==> src/rtl/gjs_pkg.sv <==
`default_nettype none
// ----------------------------------------------------------------------------
// gjs_pkg: shared types and constants of the Gauss-Jordan solver
// Holds the payload structs, the size constants and the divider interface.
// ----------------------------------------------------------------------------
package gjs_pkg;

  localparam int MAX_N      = 16;
  localparam int IDX_W      = $clog2(MAX_N);
  localparam int COL_W      = IDX_W + 1;
  localparam int SIZE_W     = 5;
  localparam int MAT_DEPTH  = MAX_N * MAX_N;
  localparam int MAT_AW     = $clog2(MAT_DEPTH);
  localparam int DATA_W     = 32;

  typedef struct packed {
    logic [IDX_W-1:0]         row_index;
    logic [COL_W-1:0]         col_index;
    logic signed [DATA_W-1:0] entry_value;
    logic                     last_entry;
  } in_item_t;

  typedef struct packed {
    logic [IDX_W-1:0]         solution_index;
    logic signed [DATA_W-1:0] solution_value;
    logic                     singular;
    logic                     last_result;
  } out_item_t;

  // Request and response of the shared divider.
  typedef struct packed {
    logic                     start;
    logic signed [DATA_W-1:0] num;
    logic signed [DATA_W-1:0] den;
  } div_req_t;

  typedef struct packed {
    logic                     done;
    logic signed [DATA_W-1:0] quo;
  } div_rsp_t;

  function automatic logic signed [DATA_W-1:0] sat32(input logic signed [64:0] v);
    logic signed [64:0] hi;
    logic signed [64:0] lo;
    hi = 65'sd2147483647;
    lo = -65'sd2147483648;
    if (v > hi) begin
      sat32 = 32'sh7fffffff;
    end else if (v < lo) begin
      sat32 = 32'sh80000000;
    end else begin
      sat32 = v[DATA_W-1:0];
    end
  endfunction

endpackage

`default_nettype wire

==> src/rtl/gjs_div.sv <==
`default_nettype none
// ----------------------------------------------------------------------------
// gjs_div: Q16.16 restoring divider
// Computes sat32((num*65536)/den) truncated toward zero, one bit per cycle.
// ----------------------------------------------------------------------------
module gjs_div (
  input  wire                    clk,
  input  wire                    rst_n,
  input  wire gjs_pkg::div_req_t req,
  output gjs_pkg::div_rsp_t      rsp
);

  localparam int NW = 48;

  logic [NW-1:0]  quo_r, quo_nxt;
  logic [NW:0]    rem_r, rem_nxt;
  logic [31:0]    den_r, den_nxt;
  logic           neg_r, neg_nxt;
  logic           busy_r, busy_nxt;
  logic [5:0]     cnt_r, cnt_nxt;
  logic           done_r, done_nxt;
  logic [NW:0]    trial;
  logic [NW:0]    shifted;
  logic [NW-1:0]  nabs;
  logic signed [64:0] sres;

  always_comb begin
    quo_nxt  = quo_r;
    rem_nxt  = rem_r;
    den_nxt  = den_r;
    neg_nxt  = neg_r;
    busy_nxt = busy_r;
    cnt_nxt  = cnt_r;
    done_nxt = 1'b0;
    nabs     = '0;
    shifted  = '0;
    trial    = '0;
    if (req.start) begin
      nabs     = {(req.num[31] ? 32'(-req.num) : 32'(req.num)), 16'h0};
      quo_nxt  = nabs;
      rem_nxt  = '0;
      den_nxt  = req.den[31] ? 32'(-req.den) : 32'(req.den);
      neg_nxt  = req.num[31] ^ req.den[31];
      busy_nxt = 1'b1;
      cnt_nxt  = 6'(NW);
    end else if (busy_r) begin
      shifted = {rem_r[NW-1:0], quo_r[NW-1]};
      trial   = shifted - {17'h0, den_r};
      if (!trial[NW]) begin
        rem_nxt = trial;
        quo_nxt = {quo_r[NW-2:0], 1'b1};
      end else begin
        rem_nxt = shifted;
        quo_nxt = {quo_r[NW-2:0], 1'b0};
      end
      cnt_nxt = cnt_r - 6'd1;
      if (cnt_r == 6'd1) begin
        busy_nxt = 1'b0;
        done_nxt = 1'b1;
      end
    end
  end

  always_ff @(posedge clk) begin
    if (!rst_n) begin
      busy_r <= 1'b0;
      done_r <= 1'b0;
      cnt_r  <= '0;
    end else begin
      busy_r <= busy_nxt;
      done_r <= done_nxt;
      cnt_r  <= cnt_nxt;
    end
    quo_r <= quo_nxt;
    rem_r <= rem_nxt;
    den_r <= den_nxt;
    neg_r <= neg_nxt;
  end

  assign sres     = neg_r ? -$signed({17'h0, quo_r}) : $signed({17'h0, quo_r});
  assign rsp.done = done_r;
  assign rsp.quo  = gjs_pkg::sat32(sres);

endmodule

`default_nettype wire

==> config.mk <==
export PLATFORM = sky130hd
export DESIGN_NAME = gjs_div
export DESIGN_NICKNAME = d
export VERILOG_FILES = /design/src/rtl/gjs_pkg.sv /design/src/rtl/gjs_div.sv
export SDC_FILE = /design/constraint.sdc
export NUM_CORES = 1
export LEC_CHECK = 0
export BUFFER_PORTS_ARGS = -buffer_cell sky130_fd_sc_hd__buf_2
export CORE_MARGIN = 2
export CORE_UTILIZATION = 25
export DETAILED_ROUTE_END_ITERATION = 10
export PLACE_DENSITY = 0.51
export SETUP_SLACK_MARGIN = 0.05
export SYNTH_ARGS = -nofsm -noshare
export SYNTH_HDL_FRONTEND = slang
export SYNTH_SLANG_ARGS = --single-unit
==> constraint.sdc <==
create_clock -name clk -period 4.3 [get_ports clk]
set_input_delay 0.645 -clock clk [delete_from_list [all_inputs] [get_ports clk]]
set_output_delay 0.645 -clock clk [all_outputs]
set_load 0.02 [all_outputs]
==> results.json <==
{
  "critPathLaunch": "quo_r[11]$_SDFFE_PP0P_",
  "postRouteAntennaNets": 0,
  "busiest_layer": "met2",
  "ios": 100,
  "wl_per_cell_microns": 15.5,
  "r2r-start": "den_r[0]$_DFFE_PP_",
  "clk_pin_slew_ns": 0.06,
  "finalSetupViolations": 31,
  "final_area_sq_mm": 0.0125,
  "place_area_sq_mm": 0.0114,
  "r2r_setup_slack_ns": 0.60,
  "netlist_instances": 1254,
  "hold_viol": 0,
  "core_sq_mm": 0.0407,
  "grt_overflow": 0,
  "synth_area_leaders": "edfxtp_1, dfxtp_1, xor2_1",
  "yosysTopAreaCell": "edfxtp_1",
  "gp_congestion": 0.857,
  "finClkSkew_ns": 0.0117,
  "yosys-top-cells-count": "nand2_1, nor2_1, xor2_1",
  "cp-end-kind": "output pin",
  "cp_max_fo": 6,
  "hold_path_class": "in -> reg",
  "outcome": "finished, violations left",
  "initial_core_util_pct": 25.3,
  "drt_iter0_drc": 623,
  "place_hpwl_microns": 21100,
  "rr_worst_depth": 11,
  "max_cap_violations": 0,
  "ys_types": 72,
  "async_flop_share_pct": 0,
  "fmax_mhz": 219,
  "syn_avg_cell_area_sq_um": 8.21,
  "area_growth_pct": 21.9,
  "num_rows": 74,
  "r2r_end": "rem_r[41]$_SDFFE_PP0P_",
  "cp.arrival_ns": 3.92,
  "tightest_slew_ns": 1.10,
  "grt_pass1_wl_microns": 47200,
  "clockBufferDepth": 2,
  "grt_pass1_vias": 8971,
  "fin_ws_ns": -0.269,
  "grt_usage_pct": 13.8,
  "nets": 1445,
  "die_area_sq_mm": 0.0428,
  "post-synth-top-count-cell": "nand2_1",
  "ctsHtreeMaxLevel": 4,
  "clk_latency_ns": 0.43,
  "routed_wl_microns": 29300,
  "hold_ws_ns": 0.453,
  "antennaDiodeCount": 0,
  "worstSetupPathType": "reg -> out",
  "ir_worst_vdd_mv": 0.303,
  "hold_buffers": 0,
  "cp-start-kind": "register",
  "netlist.area_leader.share_pct": 19.0,
  "syn_nets": 1359,
  "cp_data_required_time_ns": 3.65,
  "cts_buffers": 17,
  "p_leak_nw": 4.92,
  "die_x_microns": 207,
  "layout_min_cycle_time_ns": 4.57,
  "slew_viol_final": 0,
  "powerDensity_mw_per_mm2": 371,
  "ys_ff_latch": 137,
  "rsz0062_at_grt": "true",
  "synth_seq_area_share_pct": 33.0,
  "synth_enable_flop_cells": 65,
  "drt-vias-per-instance": 4.93,
  "die_h_microns": 207,
  "failed_checks": "setup timing",
  "drc": 0,
  "fin_crit_sh_pct": 106,
  "drive_above_1_share_pct": 18.0,
  "port-buffer-count": 99,
  "use_met2_pct": 23.1,
  "grtUsageMet1_pct": 18.5,
  "worstHoldPathCells": 1,
  "antenna_found_initial": 0,
  "endpoint": "rsp[10]",
  "clock_tree.root_cell": "clkbuf_16",
  "max_slew_margin_pct": 26.4,
  "yosys_warnings": 0,
  "syn_area_sq_mm": 0.0103,
  "drt_pass1_iterations": 5,
  "tritoncts": "built",
  "vias": 9287,
  "grt_max_degree": 95,
  "numClockSinks": 137,
  "grt_use_met3_pct": 1.95,
  "ys.flop_type": "dfxtp_1"
}
==> stage by stage <==
stage	TNS, ns	cells	total power [mW]	worst slack (ns)	utilization (%)
finish	-6.89	1885	4.65	-0.269	30.8
global route	-11.40	1885	4.95	-0.407	30.8
CTS	-6.29	1882	4.64	-0.259	30.0
detailed placement	0	1838	3.11	0.0110	28.0
global placement	0	1838	3.11	0.0452	28.0
floorplan	0	1254	2.68	0.428	-
==> report_power, final <==
| group | internal [mW] | switching (mW) |
|---|---|---|
| logic | 0.643 | 0.931 |
| clock network | 0.851 | 0.595 |
| registers | 1.51 | 0.127 |
==> registers in the layout, summed over array words and instances, names as in the netlist <==
register	cells
quo_r	48
busy_r	1
rem_r	48
done_r	1
cnt_r	6
neg_r	1
den_r	32
==> worst min path at each step <==
stage	start	to	slack [ns]
6_report	req[0]	den_r[0]$_DFFE_PP_	0.45
5_1_grt	req[0]	den_r[0]$_DFFE_PP_	0.43
4_1_cts	req[0]	den_r[0]$_DFFE_PP_	0.43
2_1_floorplan	rem_r[1]$_SDFFE_PP0P_	rem_r[1]$_SDFFE_PP0P_	0.46
3_5_place_dp	rem_r[21]$_SDFFE_PP0P_	rem_r[21]$_SDFFE_PP0P_	0.49
3_3_place_gp	rem_r[21]$_SDFFE_PP0P_	rem_r[21]$_SDFFE_PP0P_	0.48
==> kinds of logic after synthesis <==
family	Yosys count	synth area share (%)
AO/OA/AOI/OAI	332	21.4
flip-flops	137	33.0
XOR/XNOR	150	12.8
buffers and inverters	137	5.50
multiplexers	22	2.15
adder cells (fa/ha/maj)	38	4.69
AND/OR/NAND/NOR	438	20.6
==> final cells by class <==
cell class / count / area (sq um)
Fill cell: 4363 / 28200
Multi-Input combinational cell: 980 / 6610
Sequential cell: 137 / 3410
Timing Repair Buffer: 148 / 1090
Tap cell: 532 / 666
Clock buffer: 20 / 437
Inverter: 56 / 210
Clock inverter: 12 / 126
==> placed cells by master, fill, tap and decap left out, types with 21 or more instances in the layout <==
cell	count
nand2_1	162
nor2_1	113
xor2_1	88
o21ai_0	81
dfxtp_1	68
buf_2	68
edfxtp_1	65
xnor2_1	57
buf_4	57
inv_1	56
a21oi_1	56
ha_1	37
o31ai_1	31
a211oi_1	25
a311oi_1	24
nand4_1	23
nor3_1	21
or3_1	21
mux2i_1	21
==> repair_timing <==
action,CTS,global route
cloned,2,0
setup buffers,10,3
pin swaps,2,11
gates resized for setup,32,70
setup endpoints to repair,31,31
==> worst max-delay path, stage by stage (launching register included) <==
cell      delay, ns
dfxtp_2        0.35
or4_4          0.58
or4b_4         0.63
buf_4          0.18
nor3_4         0.16
xnor2_1        0.14
nand3b_1       0.10
a222oi_1       0.37
nand4_1        0.26
buf_4          0.22
o21a_1         0.19
o221ai_2       0.16
buf_4          0.17
==> metal layers <==
metal	part of all wire, %	up-vias
met5	0	-
met4	1.4	0
met3	3.4	26
met2	47	178
met1	48	4387
li1	-	4696
No activity file was read; power rests on OpenSTA's default activity.
