File: config.mk
export PLATFORM = sky130hd
export DESIGN_NAME = gjs_seq
export DESIGN_NICKNAME = d
export VERILOG_FILES = /design/src/rtl/gjs_pkg.sv /design/src/rtl/gjs_seq.sv
export SDC_FILE = /design/constraint.sdc
export NUM_CORES = 2
export LEC_CHECK = 0
export ABC_CLOCK_PERIOD_IN_PS = 8500
export BUFFER_PORTS_ARGS = -buffer_cell sky130_fd_sc_hd__buf_2
export CORE_MARGIN = 5
export CORE_UTILIZATION = 40
export DETAILED_ROUTE_END_ITERATION = 10
export PLACE_DENSITY = 0.58
export SLEW_MARGIN = 20
export SYNTH_ARGS = -nofsm -noshare
export SYNTH_HDL_FRONTEND = slang
export SYNTH_SLANG_ARGS = --single-unit
export TNS_END_PERCENT = 20
File: constraint.sdc
create_clock -name clk -period 8.5 [get_ports clk]
set_clock_uncertainty 0.15 [all_clocks]
set_input_delay 2.55 -clock clk [delete_from_list [all_inputs] [get_ports clk]]
set_output_delay 2.55 -clock clk [all_outputs]
set_load 0.005 [all_outputs]
File: src/rtl/gjs_pkg.sv
`default_nettype none
// ----------------------------------------------------------------------------
// gjs_pkg: shared types and constants of the Gauss-Jordan solver
// Holds the payload structs, the size constants and the divider interface.
// ----------------------------------------------------------------------------
package gjs_pkg;

  localparam int MAX_N      = 16;
  localparam int IDX_W      = $clog2(MAX_N);
  localparam int COL_W      = IDX_W + 1;
  localparam int SIZE_W     = 5;
  localparam int MAT_DEPTH  = MAX_N * MAX_N;
  localparam int MAT_AW     = $clog2(MAT_DEPTH);
  localparam int DATA_W     = 32;

  typedef struct packed {
    logic [IDX_W-1:0]         row_index;
    logic [COL_W-1:0]         col_index;
    logic signed [DATA_W-1:0] entry_value;
    logic                     last_entry;
  } in_item_t;

  typedef struct packed {
    logic [IDX_W-1:0]         solution_index;
    logic signed [DATA_W-1:0] solution_value;
    logic                     singular;
    logic                     last_result;
  } out_item_t;

  // Request and response of the shared divider.
  typedef struct packed {
    logic                     start;
    logic signed [DATA_W-1:0] num;
    logic signed [DATA_W-1:0] den;
  } div_req_t;

  typedef struct packed {
    logic                     done;
    logic signed [DATA_W-1:0] quo;
  } div_rsp_t;

  function automatic logic signed [DATA_W-1:0] sat32(input logic signed [64:0] v);
    logic signed [64:0] hi;
    logic signed [64:0] lo;
    hi = 65'sd2147483647;
    lo = -65'sd2147483648;
    if (v > hi) begin
      sat32 = 32'sh7fffffff;
    end else if (v < lo) begin
      sat32 = 32'sh80000000;
    end else begin
      sat32 = v[DATA_W-1:0];
    end
  endfunction

endpackage

`default_nettype wire

File: src/rtl/gjs_seq.sv
`default_nettype none
// ----------------------------------------------------------------------------
// gjs_seq: elimination sequencer
// Walks the pivot rows, drives the shared divider and the shared multiplier,
// and reads and writes the matrix RAM and the right-hand-side RAM.
// ----------------------------------------------------------------------------
module gjs_seq (
  input  wire                             clk,
  input  wire                             rst_n,
  input  wire                             start,
  input  wire  [gjs_pkg::IDX_W:0]         n_eff,
  output logic                            busy,
  output logic                            sing,
  // memory access, granted to this module while busy
  output logic                            mat_we,
  output logic [gjs_pkg::MAT_AW-1:0]      mat_addr,
  output logic [gjs_pkg::DATA_W-1:0]      mat_wdata,
  input  wire  [gjs_pkg::DATA_W-1:0]      mat_rdata,
  output logic                            rhs_we,
  output logic [gjs_pkg::IDX_W-1:0]       rhs_addr,
  output logic [gjs_pkg::DATA_W-1:0]      rhs_wdata,
  input  wire  [gjs_pkg::DATA_W-1:0]      rhs_rdata,
  output gjs_pkg::div_req_t               div_req,
  input  wire gjs_pkg::div_rsp_t          div_rsp
);

  localparam int IW = gjs_pkg::IDX_W;

  // Column index IW+1 wide: value MAX_N stands for the right-hand side.
  typedef enum logic [3:0] {
    S_IDLE, S_PRD, S_PCHK, S_DRD, S_DWAIT1, S_DSTART, S_DWAIT,
    S_FRD, S_FWAIT, S_ERD, S_EWAIT, S_EMUL, S_EWR
  } state_t;

  state_t            state_r, state_nxt;
  logic [IW-1:0]     r_r, r_nxt;
  logic [IW-1:0]     r2_r, r2_nxt;
  logic [IW:0]       c_r, c_nxt;
  logic signed [31:0] pivot_r, pivot_nxt;
  logic signed [31:0] factor_r, factor_nxt;
  logic signed [31:0] src_r, src_nxt;
  logic signed [31:0] dst_r, dst_nxt;
  logic signed [63:0] prod_r, prod_nxt;
  logic               sing_r, sing_nxt;
  logic               busy_r, busy_nxt;
  logic [IW:0]        last_i;
  logic               c_rhs;
  logic signed [31:0] rdsel;
  logic signed [63:0] qm;
  logic signed [64:0] diff;

  assign last_i = n_eff - (IW+1)'(1);
  assign c_rhs  = c_r[IW];
  assign rdsel  = c_rhs ? rhs_rdata : mat_rdata;
  // Truncating divide by 65536 toward zero.
  assign qm     = (prod_r + ((prod_r < 0) ? 64'sd65535 : 64'sd0)) >>> 16;
  assign diff   = 65'(dst_r) - 65'(qm);

  function automatic logic [gjs_pkg::MAT_AW-1:0] maddr(input logic [IW-1:0] row,
                                                      input logic [IW-1:0] col);
    maddr = {row, col};
  endfunction

  always_comb begin
    state_nxt  = state_r;
    r_nxt      = r_r;
    r2_nxt     = r2_r;
    c_nxt      = c_r;
    pivot_nxt  = pivot_r;
    factor_nxt = factor_r;
    src_nxt    = src_r;
    dst_nxt    = dst_r;
    prod_nxt   = prod_r;
    sing_nxt   = sing_r;
    busy_nxt   = busy_r;
    mat_we     = 1'b0;
    mat_addr   = maddr(r_r, c_r[IW-1:0]);
    mat_wdata  = '0;
    rhs_we     = 1'b0;
    rhs_addr   = r_r;
    rhs_wdata  = '0;
    div_req    = '0;
    unique case (state_r)
      S_IDLE: begin
        if (start) begin
          r_nxt     = '0;
          sing_nxt  = 1'b0;
          busy_nxt  = 1'b1;
          state_nxt = S_PRD;
        end
      end
      S_PRD: begin
        mat_addr  = maddr(r_r, r_r);
        state_nxt = S_PCHK;
      end
      S_PCHK: begin
        pivot_nxt = mat_rdata;
        c_nxt     = (IW+1)'(gjs_pkg::MAX_N);
        if (mat_rdata == '0) begin
          sing_nxt  = 1'b1;
          busy_nxt  = 1'b0;
          state_nxt = S_IDLE;
        end else begin
          state_nxt = S_DRD;
        end
      end
      // Normalize the pivot row: right-hand side first, then columns 0..n-1.
      S_DRD: begin
        mat_addr  = maddr(r_r, c_r[IW-1:0]);
        rhs_addr  = r_r;
        state_nxt = S_DWAIT1;
      end
      S_DWAIT1: begin
        state_nxt = S_DSTART;
      end
      S_DSTART: begin
        div_req.start = 1'b1;
        div_req.num   = rdsel;
        div_req.den   = pivot_r;
        mat_addr      = maddr(r_r, c_r[IW-1:0]);
        state_nxt     = S_DWAIT;
      end
      S_DWAIT: begin
        mat_addr = maddr(r_r, c_r[IW-1:0]);
        if (div_rsp.done) begin
          if (c_rhs) begin
            rhs_we    = 1'b1;
            rhs_wdata = div_rsp.quo;
          end else begin
            mat_we    = 1'b1;
            mat_wdata = div_rsp.quo;
          end
          if (c_rhs) begin
            c_nxt     = '0;
            state_nxt = S_DRD;
          end else if (c_r == last_i) begin
            r2_nxt    = '0;
            state_nxt = S_FRD;
          end else begin
            c_nxt     = c_r + (IW+1)'(1);
            state_nxt = S_DRD;
          end
        end
      end
      // Fetch the factor of row r2 at column r.
      S_FRD: begin
        if ({1'b0, r2_r} > last_i) begin
          r_nxt = r_r + IW'(1);
          if ({1'b0, r_r} == last_i) begin
            busy_nxt  = 1'b0;
            state_nxt = S_IDLE;
          end else begin
            state_nxt = S_PRD;
          end
        end else if (r2_r == r_r) begin
          r2_nxt = r2_r + IW'(1);
          if (r2_r == IW'(gjs_pkg::MAX_N - 1)) begin
            r_nxt = r_r + IW'(1);
            busy_nxt  = ({1'b0, r_r} != last_i);
            state_nxt = ({1'b0, r_r} == last_i) ? S_IDLE : S_PRD;
          end
        end else begin
          mat_addr  = maddr(r2_r, r_r);
          state_nxt = S_FWAIT;
        end
      end
      S_FWAIT: begin
        factor_nxt = mat_rdata;
        c_nxt      = (IW+1)'(gjs_pkg::MAX_N);
        state_nxt  = S_ERD;
      end
      // Eliminate: read source (row r) then destination (row r2).
      S_ERD: begin
        mat_addr  = maddr(r_r, c_r[IW-1:0]);
        rhs_addr  = r_r;
        state_nxt = S_EWAIT;
      end
      S_EWAIT: begin
        src_nxt   = rdsel;
        mat_addr  = maddr(r2_r, c_r[IW-1:0]);
        rhs_addr  = r2_r;
        state_nxt = S_EMUL;
      end
      S_EMUL: begin
        dst_nxt   = rdsel;
        prod_nxt  = 64'(factor_r) * 64'(src_r);
        state_nxt = S_EWR;
      end
      S_EWR: begin
        mat_addr = maddr(r2_r, c_r[IW-1:0]);
        rhs_addr = r2_r;
        if (c_rhs) begin
          rhs_we    = 1'b1;
          rhs_wdata = gjs_pkg::sat32(diff);
          c_nxt     = '0;
          state_nxt = S_ERD;
        end else begin
          mat_we    = 1'b1;
          mat_wdata = gjs_pkg::sat32(diff);
          if (c_r == last_i) begin
            r2_nxt    = r2_r + IW'(1);
            state_nxt = ({1'b0, r2_r} == last_i) ? S_FRD : S_FRD;
            if ({1'b0, r2_r} == last_i) begin
              r_nxt     = r_r + IW'(1);
              busy_nxt  = ({1'b0, r_r} != last_i);
              state_nxt = ({1'b0, r_r} == last_i) ? S_IDLE : S_PRD;
            end
          end else begin
            c_nxt     = c_r + (IW+1)'(1);
            state_nxt = S_ERD;
          end
        end
      end
      default: state_nxt = S_IDLE;
    endcase
  end

  always_ff @(posedge clk) begin
    if (!rst_n) begin
      state_r <= S_IDLE;
      busy_r  <= 1'b0;
      sing_r  <= 1'b0;
    end else begin
      state_r <= state_nxt;
      busy_r  <= busy_nxt;
      sing_r  <= sing_nxt;
    end
    r_r      <= r_nxt;
    r2_r     <= r2_nxt;
    c_r      <= c_nxt;
    pivot_r  <= pivot_nxt;
    factor_r <= factor_nxt;
    src_r    <= src_nxt;
    dst_r    <= dst_nxt;
    prod_r   <= prod_nxt;
  end

  assign busy = busy_r;
  assign sing = sing_r;

endmodule

`default_nettype wire

==> reports/metrics.yaml <==
synth_edf_count: 205
maxSlewViolCount: 0
gp_congestion: 0.916
drt_iter0_drc: 3151
core-area_um2: 128000
r2r_slack_ns: 0.12
dr.pass1.iters: 6
fin_setup_tns_ns: -55.98
synth.avg_cell_area_um2: 9.17
leakage_nw: 29.1
ys_seq_area_frac: 0.122
synth_common_cells: "inv_1, fa_1, nand2_1"
fp-row-count: 131
routed-via-count: 41400
die_w_um: 369
start_kind: "flip-flop"
setup_viol_count_final: 64
cpMostUsedCell: "a21o_1"
grt_max_degree: 73
ys_async_sr_fraction: 0
maxCapViolations: 0
slew_headroom: 0.246
yosysUniqueCellTypes: 79
fin_crit_ns: 9.47
start_util: 0.403
worst_ep_required_time_ns: 5.80
synth_nets: 7063
hpwlAfterDp_um: 133000
crit_type: "flip-flop to output pin"
reg2reg_to: "prod_r[63]"
grt_setup_unrepaired: "true"
crit_path_max_incr_delay_ns: 0.58
area_growth_pct: 17.5
grt_usage: 0.246
place.port_buffers: 249
cts_buffers: 22
outcome: "finished with violations"
yosysMostFrequentCell: "inv_1"
cp_slowest_cell: "or4_4"
die_h_um: 369
switchingPower_mw: 3.94
viasPerCell: 5.28
power.share.clock: 0.110
gr-total-overflow: 0
post-place-ws_ns: -0.596
peakVddDrop_v: 0.000210
netlist.top_cell.by_area: "fa_1"
syn_area_um2: 51600
wl_per_cell_um: 21.5
finalHoldViolCount: 0
holdPathStages: 2
arrival_ns: 6.77
p_total_mw: 8.64
synthTopCellsByArea: "fa_1, edfxtp_1, inv_1, nand2_1, ha_1"
cts_tree: "built"
grt_pass1_vias: 43700
routed_wl_um: 168000
rr_worst_depth: 28
top_level_ports: 250
p_int_mw: 4.70
h-tree-depth: 1
clk_pin_slew_ns: 0.06
yosysTopAreaCellShare: 0.421
cts.path.max_buffers: 3
power_frac_comb: 0.721
drc: 0
crit_end: "mat_wdata[27]"
drive_gt1_frac: 0.171
cts_root_buf: "clkbuf_16"
grt_pass1_wl_um: 261000
worstSkewPairLatency_ns: 0.55
crit_start: "prod_r[63]"
pwr-share-seq: 0.169
timing.final.ws_setup_ns: -0.969
hp-class: "flip-flop to flip-flop"
r2r-start: "src_r[3]"
cts_sinks: 211
die_area_um2: 136000
path_max_fanout: 7
antenna_found_initial: 3
endpoint_kind: "output pin"
switching_share: 0.456
postRouteAntennaNets: 0
yosys_warnings: 0
fmax_mhz: 106
ctsHoldBuffers: 0
min_period_over_period: 1.11
ys.flop_type: "edfxtp_1"
worst_pin_slew_ns: 1.13
cellPowerDensity_nw_per_um2: 143
finalNetCount: 7607
ys_ff_latch: 211
violations: "setup timing"
syn_inst: 5620
worst max-delay path: cells and delay by family (launching register included):
kind	cells	cell delay, ns
DFF	1	0.51
adders and majority gates	2	0.66
buffers and inverters	5	0.71
AOI/OAI and AO/OA	11	2.27
xor gates and xnor gates	2	0.33
and+or+nand+nor	8	1.73
cells by family after synthesis:
group,Yosys count,share of synthesized area
AND/OR/NAND/NOR,1809,0.168
buffers and inverters,1461,0.107
adder cells (fa/ha/maj),1338,0.482
AO/OA/AOI/OAI,565,0.0782
flip-flops,211,0.122
XOR/XNOR,182,0.0309
multiplexers,54,0.0116
layout make-up:
class	count	area, um^2
timing repair buffer	832	6770
multi-input combinational	3950	40500
fill	12100	67300
clock inverter	12	77.6
antenna	1	2.50
sequential	211	6280
clock buffer	26	587
inverter	1147	4310
tap	1662	2080
layout by cell type, fill, tap and decap left out, types with 10 or more instances in the layout:
cell          n
a211oi_1     10
a21o_1       76
nand4_1      42
nand2_1     869
nor2_1      133
nand3_1     115
a21oi_2      14
a21boi_0     67
buf_4       489
buf_6        17
xor2_1       86
ha_1        253
o21a_1       12
or3_1        38
and3_1       16
o211ai_1     12
nor4_2       13
o21ai_0      60
nor4_1       22
a31oi_1      13
fa_1       1075
nor3_1       22
buf_12       70
and4_1       10
nand2b_1     33
mux2_2       45
buf_2       244
nand3_2      21
and2_1      408
nor2b_1      13
inv_1      1146
o21bai_1     13
a21oi_1     109
edfxtp_1    205
a211o_1      22
xnor2_1      93
a41o_1       45
a41oi_1      19
clkbuf_16    28
power groups by stage:
stage                     clock [mW]  combinational, mW  sequential, mW
after floorplan                    0               3.89            1.46
after global placement             0               6.00            1.48
after detailed placement           0               6.06            1.48
after CTS                      0.976               6.12            1.46
after global routing            1.01               6.92            1.46
final                          0.950               6.23            1.46
worst min-delay path by stage:
stage / start / endpoint / slack [ns]
floorplan: busy / busy / 0.34
global placement: busy / busy / 0.39
detailed placement: busy / busy / 0.39
CTS: busy / busy / 0.40
global route: busy / busy / 0.41
finish: busy / busy / 0.39
metrics by stage:
stage / cell area [um^2] / utilization / hold slack, ns / instances
after global routing: 60600 / 0.474 / 0.414 / 7840
after global placement: 58600 / 0.459 / 0.385 / 7756
after CTS: 59700 / 0.467 / 0.401 / 7818
after detailed placement: 58600 / 0.459 / 0.392 / 7756
final: 60600 / 0.474 / 0.394 / 7841
after floorplan: 51600 / - / 0.344 / 5620
routing by layer:
| layer | vias to the layer above | part of all wire | global-route usage |
|---|---|---|---|
| li1 | 18400 | - | - |
| met1 | 21200 | 0.43 | 0.337 |
| met2 | 1547 | 0.47 | 0.413 |
| met3 | 294 | 0.072 | 0.0334 |
| met4 | 2 | 0.035 | 0.0645 |
| met5 | - | 0.000077 | 0 |
registers in the layout, summed over array words and instances (netlist names):
signal	flops
prod_r	64
pivot_r	32
r2_r	4
c_r	5
r_r	4
dst_r	32
sing	1
busy	1
state_r	4
src_r	32
factor_r	32
timing repair:
action / in CTS / in global routing
endpoints found under the setup margin: 67 / 78
gates cloned: 6 / 5
setup buffers: 19 / 17
pin swaps: 22 / 85
gates resized for setup: 36 / 122
(Power assumes the default switching activity.)
